## config.mk

```make
export PLATFORM = sky130hd
export DESIGN_NAME = circular_queue_with_cancel
export DESIGN_NICKNAME = d
export VERILOG_FILES = /design/src/rtl/cqc_pkg.sv /design/src/rtl/cqc_cell.sv /design/src/rtl/cqc_ctrl.sv /design/src/rtl/circular_queue_with_cancel.sv
export VERILOG_INCLUDE_DIRS = /design/src /design/src/rtl
export SDC_FILE = /design/constraint.sdc
export NUM_CORES = 2
export LEC_CHECK = 0
export BUFFER_PORTS_ARGS = -buffer_cell sky130_fd_sc_hd__buf_2
export CORE_MARGIN = 2
export CORE_UTILIZATION = 50
export DETAILED_ROUTE_END_ITERATION = 7
export PLACE_DENSITY = 0.76
export SYNTH_ARGS = -nofsm -noshare
export SYNTH_HDL_FRONTEND = slang
export SYNTH_SLANG_ARGS = --single-unit
export TNS_END_PERCENT = 30
```

## constraint.sdc

```tcl
create_clock -name clk -period 7.9 [get_ports clk]
set_clock_uncertainty 0.1 [all_clocks]
set_input_delay 0.395 -clock clk [delete_from_list [all_inputs] [get_ports clk]]
set_output_delay 0.395 -clock clk [all_outputs]
set_load 0.05 [all_outputs]
```

## src/rtl/circular_queue_with_cancel_defines.svh

```systemverilog
// ---------------------------------------------------------------------------
// circular_queue_with_cancel_defines.svh
// shared assertion macros for the ticket queue
// ---------------------------------------------------------------------------
`ifndef CIRCULAR_QUEUE_WITH_CANCEL_DEFINES_SVH
`define CIRCULAR_QUEUE_WITH_CANCEL_DEFINES_SVH

// same-cycle implication, checked on every rising clock edge out of reset
`define CQC_ASSERT_IMPL(label, ante, cons) \
	label: assert property (@(posedge clk) disable iff (!arst_n) (ante) |-> (cons)) \
		else $error("queue check failed");

// next-cycle implication, checked on every rising clock edge out of reset
`define CQC_ASSERT_NEXT(label, ante, cons) \
	label: assert property (@(posedge clk) disable iff (!arst_n) (ante) |=> (cons)) \
		else $error("queue check failed");

`endif

```

## src/rtl/cqc_pkg.sv

```systemverilog
// ---------------------------------------------------------------------------
// cqc_pkg
// sizes, codes and control types shared by the ticket queue modules
// ---------------------------------------------------------------------------
`default_nettype none

package cqc_pkg;

	// queue sizing
	localparam int DEPTH      = 128;
	localparam int VALUE_BITS = 16;
	localparam int IDX_W      = $clog2(DEPTH);
	localparam int CNT_W      = $clog2(DEPTH + 1);

	// request codes
	localparam logic [1:0] ACT_PUSH   = 2'd0;
	localparam logic [1:0] ACT_POP    = 2'd1;
	localparam logic [1:0] ACT_CANCEL = 2'd2;

	// result status codes
	localparam logic [1:0] ST_OK      = 2'd0;
	localparam logic [1:0] ST_FULL    = 2'd1;
	localparam logic [1:0] ST_EMPTY   = 2'd2;
	localparam logic [1:0] ST_MISSING = 2'd3;

	// row-wide command from the controller
	typedef struct packed {
		logic                  shift;
		logic                  wr_en;
		logic [IDX_W-1:0]      wr_idx;
		logic [VALUE_BITS-1:0] wr_data;
	} row_ctl_t;

	// per-cell command
	typedef struct packed {
		logic shift;
		logic load;
	} cell_ctl_t;

endpackage

`default_nettype wire

```

## src/rtl/cqc_cell.sv

```systemverilog
// ---------------------------------------------------------------------------
// cqc_cell
// one queue slot: holds, loads a new value, or takes its neighbor's value
// ---------------------------------------------------------------------------
`default_nettype none

module cqc_cell (
	input  wire logic                          clk,
	input  wire cqc_pkg::cell_ctl_t            ctl,
	input  wire logic [cqc_pkg::VALUE_BITS-1:0] load_data,
	input  wire logic [cqc_pkg::VALUE_BITS-1:0] next_data,
	output logic      [cqc_pkg::VALUE_BITS-1:0] data_q
);
	import cqc_pkg::*;

	// load wins over the shift toward the head
	always_ff @(posedge clk) begin
		if (ctl.load) begin
			data_q <= load_data;
		end else if (ctl.shift) begin
			data_q <= next_data;
		end
	end

endmodule

`default_nettype wire

```

## src/rtl/cqc_ctrl.sv

```systemverilog
// ---------------------------------------------------------------------------
// cqc_ctrl
// request sequencer: fill count, cancel rotation and result register
// ---------------------------------------------------------------------------
`default_nettype none
`include "circular_queue_with_cancel_defines.svh"

module cqc_ctrl (
	input  wire logic                           clk,
	input  wire logic                           arst_n,
	input  wire logic                           in_valid,
	output logic                                in_stall,
	input  wire logic [1:0]                     action,
	input  wire logic [cqc_pkg::VALUE_BITS-1:0] item_value,
	input  wire logic [cqc_pkg::VALUE_BITS-1:0] head_data,
	output cqc_pkg::row_ctl_t                   row_ctl,
	output logic                                out_valid,
	input  wire logic                           out_stall,
	output logic [1:0]                          status,
	output logic [cqc_pkg::VALUE_BITS-1:0]      popped_value,
	output logic                                empty_flag,
	output logic                                full_flag
);
	import cqc_pkg::*;

	typedef enum logic [1:0] {
		S_IDLE   = 2'b01,
		S_CANCEL = 2'b10
	} state_t;

	localparam logic [CNT_W-1:0] CNT_ONE  = CNT_W'(1);
	localparam logic [CNT_W-1:0] CNT_FULL = CNT_W'(DEPTH);

	state_t                state_q, state_d;
	logic [CNT_W-1:0]      count_q, count_d;
	logic [CNT_W-1:0]      steps_q, steps_d;
	logic                  found_q, found_d;
	logic [VALUE_BITS-1:0] target_q, target_d;
	logic                  out_valid_q, out_valid_d;
	logic [1:0]            status_q, status_d;
	logic [VALUE_BITS-1:0] popped_q, popped_d;
	logic                  out_load;
	logic                  out_free;
	logic                  accept;
	logic [CNT_W-1:0]      cnt_m1;
	logic                  is_match;

	assign out_free = !out_valid_q || !out_stall;
	assign in_stall = !((state_q == S_IDLE) && out_free);
	assign accept   = in_valid && !in_stall;
	assign cnt_m1   = count_q - CNT_ONE;
	assign is_match = (head_data == target_q) && !found_q;

	// request decode and cancel rotation
	always_comb begin
		state_d     = state_q;
		count_d     = count_q;
		steps_d     = steps_q;
		found_d     = found_q;
		target_d    = target_q;
		out_load    = 1'b0;
		status_d    = ST_OK;
		popped_d    = '0;
		row_ctl     = '0;
		case (state_q)
			S_IDLE: begin
				if (accept) begin
					out_load = 1'b1;
					case (action)
						ACT_PUSH: begin
							if (count_q == CNT_FULL) begin
								status_d = ST_FULL;
							end else begin
								row_ctl.wr_en   = 1'b1;
								row_ctl.wr_idx  = count_q[IDX_W-1:0];
								row_ctl.wr_data = item_value;
								count_d         = count_q + CNT_ONE;
							end
						end
						ACT_POP: begin
							if (count_q == '0) begin
								status_d = ST_EMPTY;
							end else begin
								row_ctl.shift = 1'b1;
								popped_d      = head_data;
								count_d       = cnt_m1;
							end
						end
						ACT_CANCEL: begin
							if (count_q == '0) begin
								status_d = ST_EMPTY;
							end else begin
								out_load = 1'b0;
								target_d = item_value;
								steps_d  = count_q;
								found_d  = 1'b0;
								state_d  = S_CANCEL;
							end
						end
						default: begin
							status_d = ST_OK;
						end
					endcase
				end
			end
			S_CANCEL: begin
				if (steps_q != '0) begin
					// head leaves; it goes back in at the tail unless it is the first hit
					row_ctl.shift = 1'b1;
					steps_d       = steps_q - CNT_ONE;
					if (is_match) begin
						found_d = 1'b1;
						count_d = cnt_m1;
					end else begin
						row_ctl.wr_en   = 1'b1;
						row_ctl.wr_idx  = cnt_m1[IDX_W-1:0];
						row_ctl.wr_data = head_data;
					end
				end else if (out_free) begin
					out_load = 1'b1;
					status_d = found_q ? ST_OK : ST_MISSING;
					state_d  = S_IDLE;
				end
			end
			default: begin
				state_d = S_IDLE;
			end
		endcase
	end

	// output register valid
	always_comb begin
		out_valid_d = out_valid_q;
		if (out_load) begin
			out_valid_d = 1'b1;
		end else if (out_valid_q && !out_stall) begin
			out_valid_d = 1'b0;
		end
	end

	// control state
	always_ff @(posedge clk or negedge arst_n) begin
		if (!arst_n) begin
			state_q     <= S_IDLE;
			count_q     <= '0;
			steps_q     <= '0;
			found_q     <= 1'b0;
			out_valid_q <= 1'b0;
		end else begin
			state_q     <= state_d;
			count_q     <= count_d;
			steps_q     <= steps_d;
			found_q     <= found_d;
			out_valid_q <= out_valid_d;
		end
	end

	// payload registers
	always_ff @(posedge clk) begin
		target_q <= target_d;
		if (out_load) begin
			status_q   <= status_d;
			popped_q   <= popped_d;
			empty_flag <= (count_d == '0);
			full_flag  <= (count_d == CNT_FULL);
		end
	end

	assign out_valid    = out_valid_q;
	assign status       = status_q;
	assign popped_value = popped_q;

	`CQC_ASSERT_IMPL(a_count_bound, 1'b1, count_q <= CNT_FULL)
	`CQC_ASSERT_IMPL(a_stall_in_cancel, state_q == S_CANCEL, in_stall)
	`CQC_ASSERT_NEXT(a_cancel_step, state_q == S_CANCEL && steps_q != '0,
		count_q == $past(count_q) || count_q == $past(count_q) - CNT_ONE)
	`CQC_ASSERT_NEXT(a_found_once, state_q == S_CANCEL && found_q,
		found_q && count_q == $past(count_q))

endmodule

`default_nettype wire

```

## src/rtl/circular_queue_with_cancel.sv

```systemverilog
// ---------------------------------------------------------------------------
// circular_queue_with_cancel
// ticket queue with push, pop and cancel-by-value over a row of cells
// ---------------------------------------------------------------------------
// Entries sit in a row of DEPTH cells, oldest in cell zero. A push or a pop
// is finished at the edge that takes it, and its result is registered at that
// same edge, so back-to-back push/pop items go one per cycle while the result
// side keeps up. A cancel rotates the whole row through its head cell, one
// entry a cycle, dropping the first match and writing the rest back at the
// tail: it holds the input stalled until the rotation is done and its result
// is registered. There is no clearing pass after reset.
`default_nettype none

module circular_queue_with_cancel (
	input  wire logic                           clk,
	input  wire logic                           arst_n,
	input  wire logic                           in_valid,
	output logic                                in_stall,
	input  wire logic [1:0]                     action,
	input  wire logic [cqc_pkg::VALUE_BITS-1:0] item_value,
	output logic                                out_valid,
	input  wire logic                           out_stall,
	output logic [1:0]                          status,
	output logic [cqc_pkg::VALUE_BITS-1:0]      popped_value,
	output logic                                empty_flag,
	output logic                                full_flag
);
	import cqc_pkg::*;

	row_ctl_t              row_ctl;
	logic [VALUE_BITS-1:0] cell_data [DEPTH];

	// sequencer
	cqc_ctrl u_ctrl (
		.clk          (clk),
		.arst_n       (arst_n),
		.in_valid     (in_valid),
		.in_stall     (in_stall),
		.action       (action),
		.item_value   (item_value),
		.head_data    (cell_data[0]),
		.row_ctl      (row_ctl),
		.out_valid    (out_valid),
		.out_stall    (out_stall),
		.status       (status),
		.popped_value (popped_value),
		.empty_flag   (empty_flag),
		.full_flag    (full_flag)
	);

	// cell row, each handing its value toward the head on a shift
	for (genvar i = 0; i < DEPTH; i++) begin : g_cell
		cell_ctl_t             ctl;
		logic [VALUE_BITS-1:0] nxt;

		assign ctl.shift = row_ctl.shift;
		assign ctl.load  = row_ctl.wr_en && (row_ctl.wr_idx == IDX_W'(i));

		if (i == DEPTH - 1) begin : g_last
			assign nxt = '0;
		end else begin : g_mid
			assign nxt = cell_data[i+1];
		end

		cqc_cell u_cell (
			.clk       (clk),
			.ctl       (ctl),
			.load_data (row_ctl.wr_data),
			.next_data (nxt),
			.data_q    (cell_data[i])
		);
	end

endmodule

`default_nettype wire

```

==> Yosys cells after proc, flatten, opt, wreduce, memory -nomap -nowiden <==
Cells that the tools add are included.
W data, S select, Z words.
{ "word_totals": {"regBits": 2104, "wordCells": 868} }
{ "op_classes": {"n_addsub": 3, "n_eq_ne": 141, "muxes": 304, "bitwise": 4, "reduce_logical": 278} }
{ "op_table": {"columns": ["op", "count"], "rows": [
  ["$mux W16", 256],
  ["$eq A7 B7 Y1 const B", 64],
  ["$reduce_bool A2 Y1", 130],
  ["$eq A7 B6 Y1 const B", 32],
  ["$logic_and A1 B1 Y1", 132],
  ["$eq A7 B5 Y1 const B", 16],
  ["$mux W24", 3],
  ["$mux W8", 9],
  ["$eq A7 B4 Y1 const B", 8],
  ["$mux W25", 2],
  ["$pmux W25 S2", 1],
  ["$pmux W8 S2", 3],
  ["$eq A7 B3 Y1 const B", 4],
  ["$mux W2", 10],
  ["$eq A16 B16 Y1", 1],
  ["$eq A8 B8 Y1 const B", 2],
  ["$logic_not A8 Y1", 2],
  ["$sub A8 B1 Y8 const B", 2],
  ["$mux W1", 15],
  ["$eq A7 B2 Y1 const B", 2],
  ["$pmux W2 S2", 3],
  ["$reduce_and A5 Y1", 2],
  ["$add A8 B1 Y8 const B", 1],
  ["$ne A2 B1 Y1 const B", 4],
  ["15 further kinds", 26]
]} }

==> Longest topological paths before layout <==
{ "depth": {"ltp_word": 9, "ltp_mapped": 15, "depth_no_buf": 11} }

==> Hierarchy <==
From an unflattened synthesis, not the netlist that was laid out.
{ "unflattened": {"hier_cells": 5119, "hier_area_um2": 98620.8} }
{ "by_module_without_submodules": {"columns": ["module", "instances", "cells_each", "area_per_inst_um2"], "rows": [
  ["cqc_cell", 128, 35, 732.0],
  ["cqc_ctrl", 1, 440, 3833.7],
  ["circular_queue_with_cancel", 1, 199, 1097.3]
]} }

==> Worst setup path after synthesis <==
No wires, ideal clock.
{ "synth_path": {"path_kind": "reg-to-reg", "from": "register g_cell[0].u_cell.data_q[3] (netlist bit)", "to": "register g_cell[2].u_cell.data_q[0] (netlist bit) (enable)", "arrival_ns": 4.130, "slack_ns": 3.258, "stages_incl_launch_ff": 13, "path_buffers": 2, "period_less_slack_ns": 4.642, "path_cell_list": "edfxtp_1 xor2_1 nor4_2 and4_1 buf_2 nand3_1 ha_1 a32oi_1 nand2_1 a21oi_2 nand4_1 buf_2 o21ai_0"} }
{ "synth_via": {"elab_chain_cells": 8} }
{ "synth_lines": {"columns": ["element", "line", "text"], "rows": [
  ["start: declaration", "cqc_cell.sv:12", "output logic [cqc_pkg::VALUE_BITS-1:0] data_q"],
  ["start signal: assignment", "cqc_cell.sv:19", "data_q <= load_data;"],
  ["start signal: assignment", "cqc_cell.sv:21", "data_q <= next_data;"],
  ["$eq A16 B16 Y1 *", "cqc_ctrl.sv:52", "assign is_match = (head_data == target_q) && !found_q;"],
  ["$logic_and A1 B1 Y1 *", "cqc_ctrl.sv:52", null],
  ["$mux W24 *", "cqc_ctrl.sv:111", "if (is_match) begin"],
  ["$mux W25 *", "cqc_ctrl.sv:107", "if (steps_q != '0) begin"],
  ["$pmux W25 S2 *", "cqc_ctrl.sv:65", "case (state_q)"],
  ["$eq A7 B2 Y1", "circular_queue_with_cancel.sv:57", "assign ctl.load = row_ctl.wr_en && (row_ctl.wr_idx == IDX_W'(i));"],
  ["$logic_and A1 B1 Y1 *", "circular_queue_with_cancel.sv:57", null],
  ["$reduce_bool A2 Y1 (no source line) *", null, null],
  ["end signal: assignment", "cqc_cell.sv:19", null],
  ["end signal: assignment", "cqc_cell.sv:21", null],
  ["end: declaration", "cqc_cell.sv:12", null]
]} }
Mark *: on every way between the ends. The rest lies on a longest branch, timed or not.
A chain may end at the register's enable or synchronous reset.

==> Final worst setup path <==
{ "layout_path": {"from": "register u_ctrl.state_q[0]", "to": "register g_cell[34].u_cell.data_q[3] (netlist bit) (enable)"} }
{ "layout_via": {"elab_chain_cells": 8} }
{ "layout_lines": {"columns": ["element", "line", "text"], "rows": [
  ["start: declaration", "cqc_ctrl.sv:34", "state_t state_q, state_d;"],
  ["start signal: assignment", "cqc_ctrl.sv:150", "state_q <= state_d;"],
  ["$eq A2 B1 Y1", "cqc_ctrl.sv:49, cqc_ctrl.sv:65", null],
  ["$logic_and A1 B1 Y1", "cqc_ctrl.sv:49", "assign in_stall = !((state_q == S_IDLE) && out_free);"],
  ["$logic_and A1 B1 Y1", "cqc_ctrl.sv:50", "assign accept = in_valid && !in_stall;"],
  ["$mux W25", "cqc_ctrl.sv:67", "if (accept) begin"],
  ["$pmux W25 S2 *", "cqc_ctrl.sv:65", null],
  ["$eq A7 B6 Y1", "circular_queue_with_cancel.sv:57", null],
  ["$logic_and A1 B1 Y1", "circular_queue_with_cancel.sv:57", null],
  ["$reduce_bool A2 Y1 (no source line) *", null, null],
  ["end signal: assignment", "cqc_cell.sv:19", null],
  ["end signal: assignment", "cqc_cell.sv:21", null],
  ["end: declaration", "cqc_cell.sv:12", null]
]} }
Marked as above.

==> summary.txt <==
Place
  • Port Buf Inserts: 43
  • Placed inst area: between 90000 and 100000 µm²
  • DP HPWL: ~110000 µm
  • Routability cong.: around 0.89

Die
  • Die X: 434 µm
  • Die H: about 430 µm
  • Die ar.: about 190000 µm²
  • # IOs: 44
  • Initial Util: 0.504
  • Rows: around 160
  • Core area: about 180000 µm²

Pwr
  • Comb pwr share: 0.137
  • Internal: 20900 µW
  • Sw Ratio: 0.257
  • VDD IR max: just under 0.0002 V
  • Power Dens Cells: 277 nW/µm²
  • Reg power frac: 0.527
  • P_sw: 7230 µW
  • Clock share of power: 0.337
  • Pleak: 0.0331 µW

Run
  • Maxcap violations: 1

CTS
  • Post_cts resized: 0
  • Num CTS Buffers: between 200 and 250
  • TritonCTS clock tree: built
  • Clock Tree Buf Depth: 3
  • Clk root buf: clkbuf_16
  • Skew-Pair Late Insertion Delay: 0.82 ns
  • Clock transition at path regs: ~0.060 ns
  • Clock sinks: 2104
  • Post-CTS Setup Bufs: 0
  • # H-tree levels: 4
  • CTS Hold Bufs: 18

Final layout
  • Fillers: about 14000
  • Area of the multi-input gates: 27400 µm²
  • Share of layout cells above drive strength 1: 0.474
  • Most frequent cells in the layout: edfxtp_1, mux2_2, clkbuf_16
  • Final #Nets: 5182
  • Final instance area: 101000 µm²
  • Layout area overhead: 9.65%
  • Reg area: 63100 µm²
  • Commonest non-fill, non-tap cell in the layout: edfxtp_1

Yosys
  • Syn_nets: roughly 5300
  • Synthesis-stage register bit count: roughly 2100
  • Mapped Area: between 90000 and 100000 µm²
  • Ys Warns: 0
  • Post-synth EDFFs: 2084
  • Count of cell types in the netlist: 91
  • Async S/R FF share, synth: 0.00951
  • Syn_area_per_cell: 17.6 µm²
  • Most used DFF post-synth: edfxtp_1
  • Mapped Cells: 5236
  • Seq/Total Area, Yosys: 0.683

Route
  • Antenna Nets Post-Route: 0
  • Iteration-0 DRC count of the detailed router: between 4000 and 5000
  • Wire length per cell: around 25 µm
  • Routed WL: 191000 µm
  • DRC viols: 0
  • Vias: between 40000 and 50000
  • Post-DR vias/cell: just under 6
  • DRT Pass-1 Iters: 5

Timing
  • Slew Viols, Final: 0
  • Final setup fails: 0
  • Final worst path period share: 0.928
  • Post-route minimum period: between 7 and 8 ns
  • RSZ-0062 raised after global routing: no
  • Final hold violation count: 0
  • Worst Tran Pin Value: between 1 and 1.5 ns
  • F_max: between 100 and 150 MHz
  • Worst slew margin: 0.00900
  • Sum Neg Setup Slack: 0 ns

Status
  • Outcome: finished with violations
  • Failing checks: max-capacitance violations

Setup path
  • Critical path arrival: about 7.7 ns
  • Startpoint Class: flip-flop
  • Worst Path Required: around 8 ns
  • Worst Setup End Kind: flip-flop
  • Crit-path max FO: 20
  • Setup Crit Path Kind: reg2reg

Global routing
  • Initial antenna violation count: 8
  • Vias in the first global route: ~47000
  • GRT Total Usage: 0.202
  • First-pass GRT wire length: a little under 300000 µm
  • Total congestion overflow: 0
  • Largest net degree at the start of global routing: 129

Worst hold path
  • Tightest Hold Check Type: in2async
==> power groups by stage <==
stage	combinational, µW	sequential (µW)	clock [µW]
floorplan	2570	14900	0
global placement	3690	15000	0
detailed placement	3800	15000	0
CTS	3840	14800	9560
global route	4140	14900	9990
finish	3840	14800	9450
==> registers in the layout (all words and copies together), names as in the netlist <==
register / cells
u_ctrl.target_q: 16
u_ctrl.count_q: 8
u_ctrl.steps_q: 8
g_cell.u_cell.data_q: 2048
u_ctrl.found_q: 1
u_ctrl.empty_flag: 1
u_ctrl.popped_value: 16
u_ctrl.state_q: 2
u_ctrl.status: 2
u_ctrl.full_flag: 1
u_ctrl.out_valid: 1
==> cells by family after synthesis <==
group,after synthesis,share of synthesized area
DFF,2104,0.683
buffers and inverters,471,0.0225
muxes,2033,0.248
xor gates and xnor gates,20,0.00190
and+or+nand+nor,425,0.0288
adders and majority gates,11,0.00149
AOI/OAI and AO/OA,172,0.0140
==> routing by layer <==
metal / track usage / vias up / share of wire
met2: 0.328 / 1493 / 0.48
li1: - / 20087 / -
met5: 0 / - / 0.000068
met3: 0.0385 / 304 / 0.069
met4: 0.0604 / 2 / 0.027
met1: 0.277 / 23823 / 0.42
==> stage by stage <==
step	total power, µW	std cells	setup slack [ns]	util	hold slack [ns]
floorplan	17400	5236	3.26	-	-0.000591
global placement	18700	7391	1.01	0.517	0.281
detailed placement	18800	7391	0.835	0.517	0.278
CTS	28200	7773	0.825	0.552	0.0259
global route	29000	7775	0.321	0.552	0.0772
finish	28100	7776	0.572	0.552	0.0753
==> worst max-delay path, cell delays in order, from the launching register on <==
cell      delay (ns)
dfstp_2         0.55
ha_1            0.43
a21bo_2         0.31
nor2_1          0.57
and2_1          0.82
nand2_1         0.26
a21oi_2         0.62
nand4_1         1.31
nor3_4          1.24
nand2b_1        0.70
==> area by class of cell <==
| cell class | count | area share |
|---|---|---|
| diodes | 3 | 0.0000742 |
| clock buffers | 246 | 0.0524 |
| clock inverters | 118 | 0.0105 |
| inverters | 22 | 0.000816 |
| multi-input cells | 2661 | 0.270 |
| flip-flops and latches | 2104 | 0.623 |
| well taps | 2464 | 0.0305 |
| repair buffers | 158 | 0.0123 |
==> cell usage after synthesis, drive strengths merged, types with 26 or more instances <==
cell type,count,area (µm²)
nand2,140,558
a21oi,26,145
o21ai,51,259
nor2,70,442
edfxtp,2084,62600
mux2,2033,22900
nand2b,41,257
nor3,27,284
clkbuf,276,1040
nand3,39,273
and2,27,169
buf,173,958
==> worst paths after layout <==
check	startpoint	end	slack [ns]	depth (start not counted)
min in group clk	action[1]	u_ctrl.status[1]$_DFFE_PP_	0.13	4
max	u_ctrl.state_q[0]$_DFFE_PN1P_	g_cell[34].u_cell.data_q[3]$_DFFE_PP_	0.57	9
max in group asynchronous	arst_n	u_ctrl.state_q[0]$_DFFE_PN1P_	7.26	2
min	arst_n	u_ctrl.out_valid$_DFFE_PN0P_	0.08	2
min reg2reg	g_cell[66].u_cell.data_q[12]$_DFFE_PP_	g_cell[65].u_cell.data_q[12]$_DFFE_PP_	0.43	1
max reg2reg	u_ctrl.state_q[0]$_DFFE_PN1P_	g_cell[34].u_cell.data_q[3]$_DFFE_PP_	0.57	9
Power figures use the tool's default switching activity.
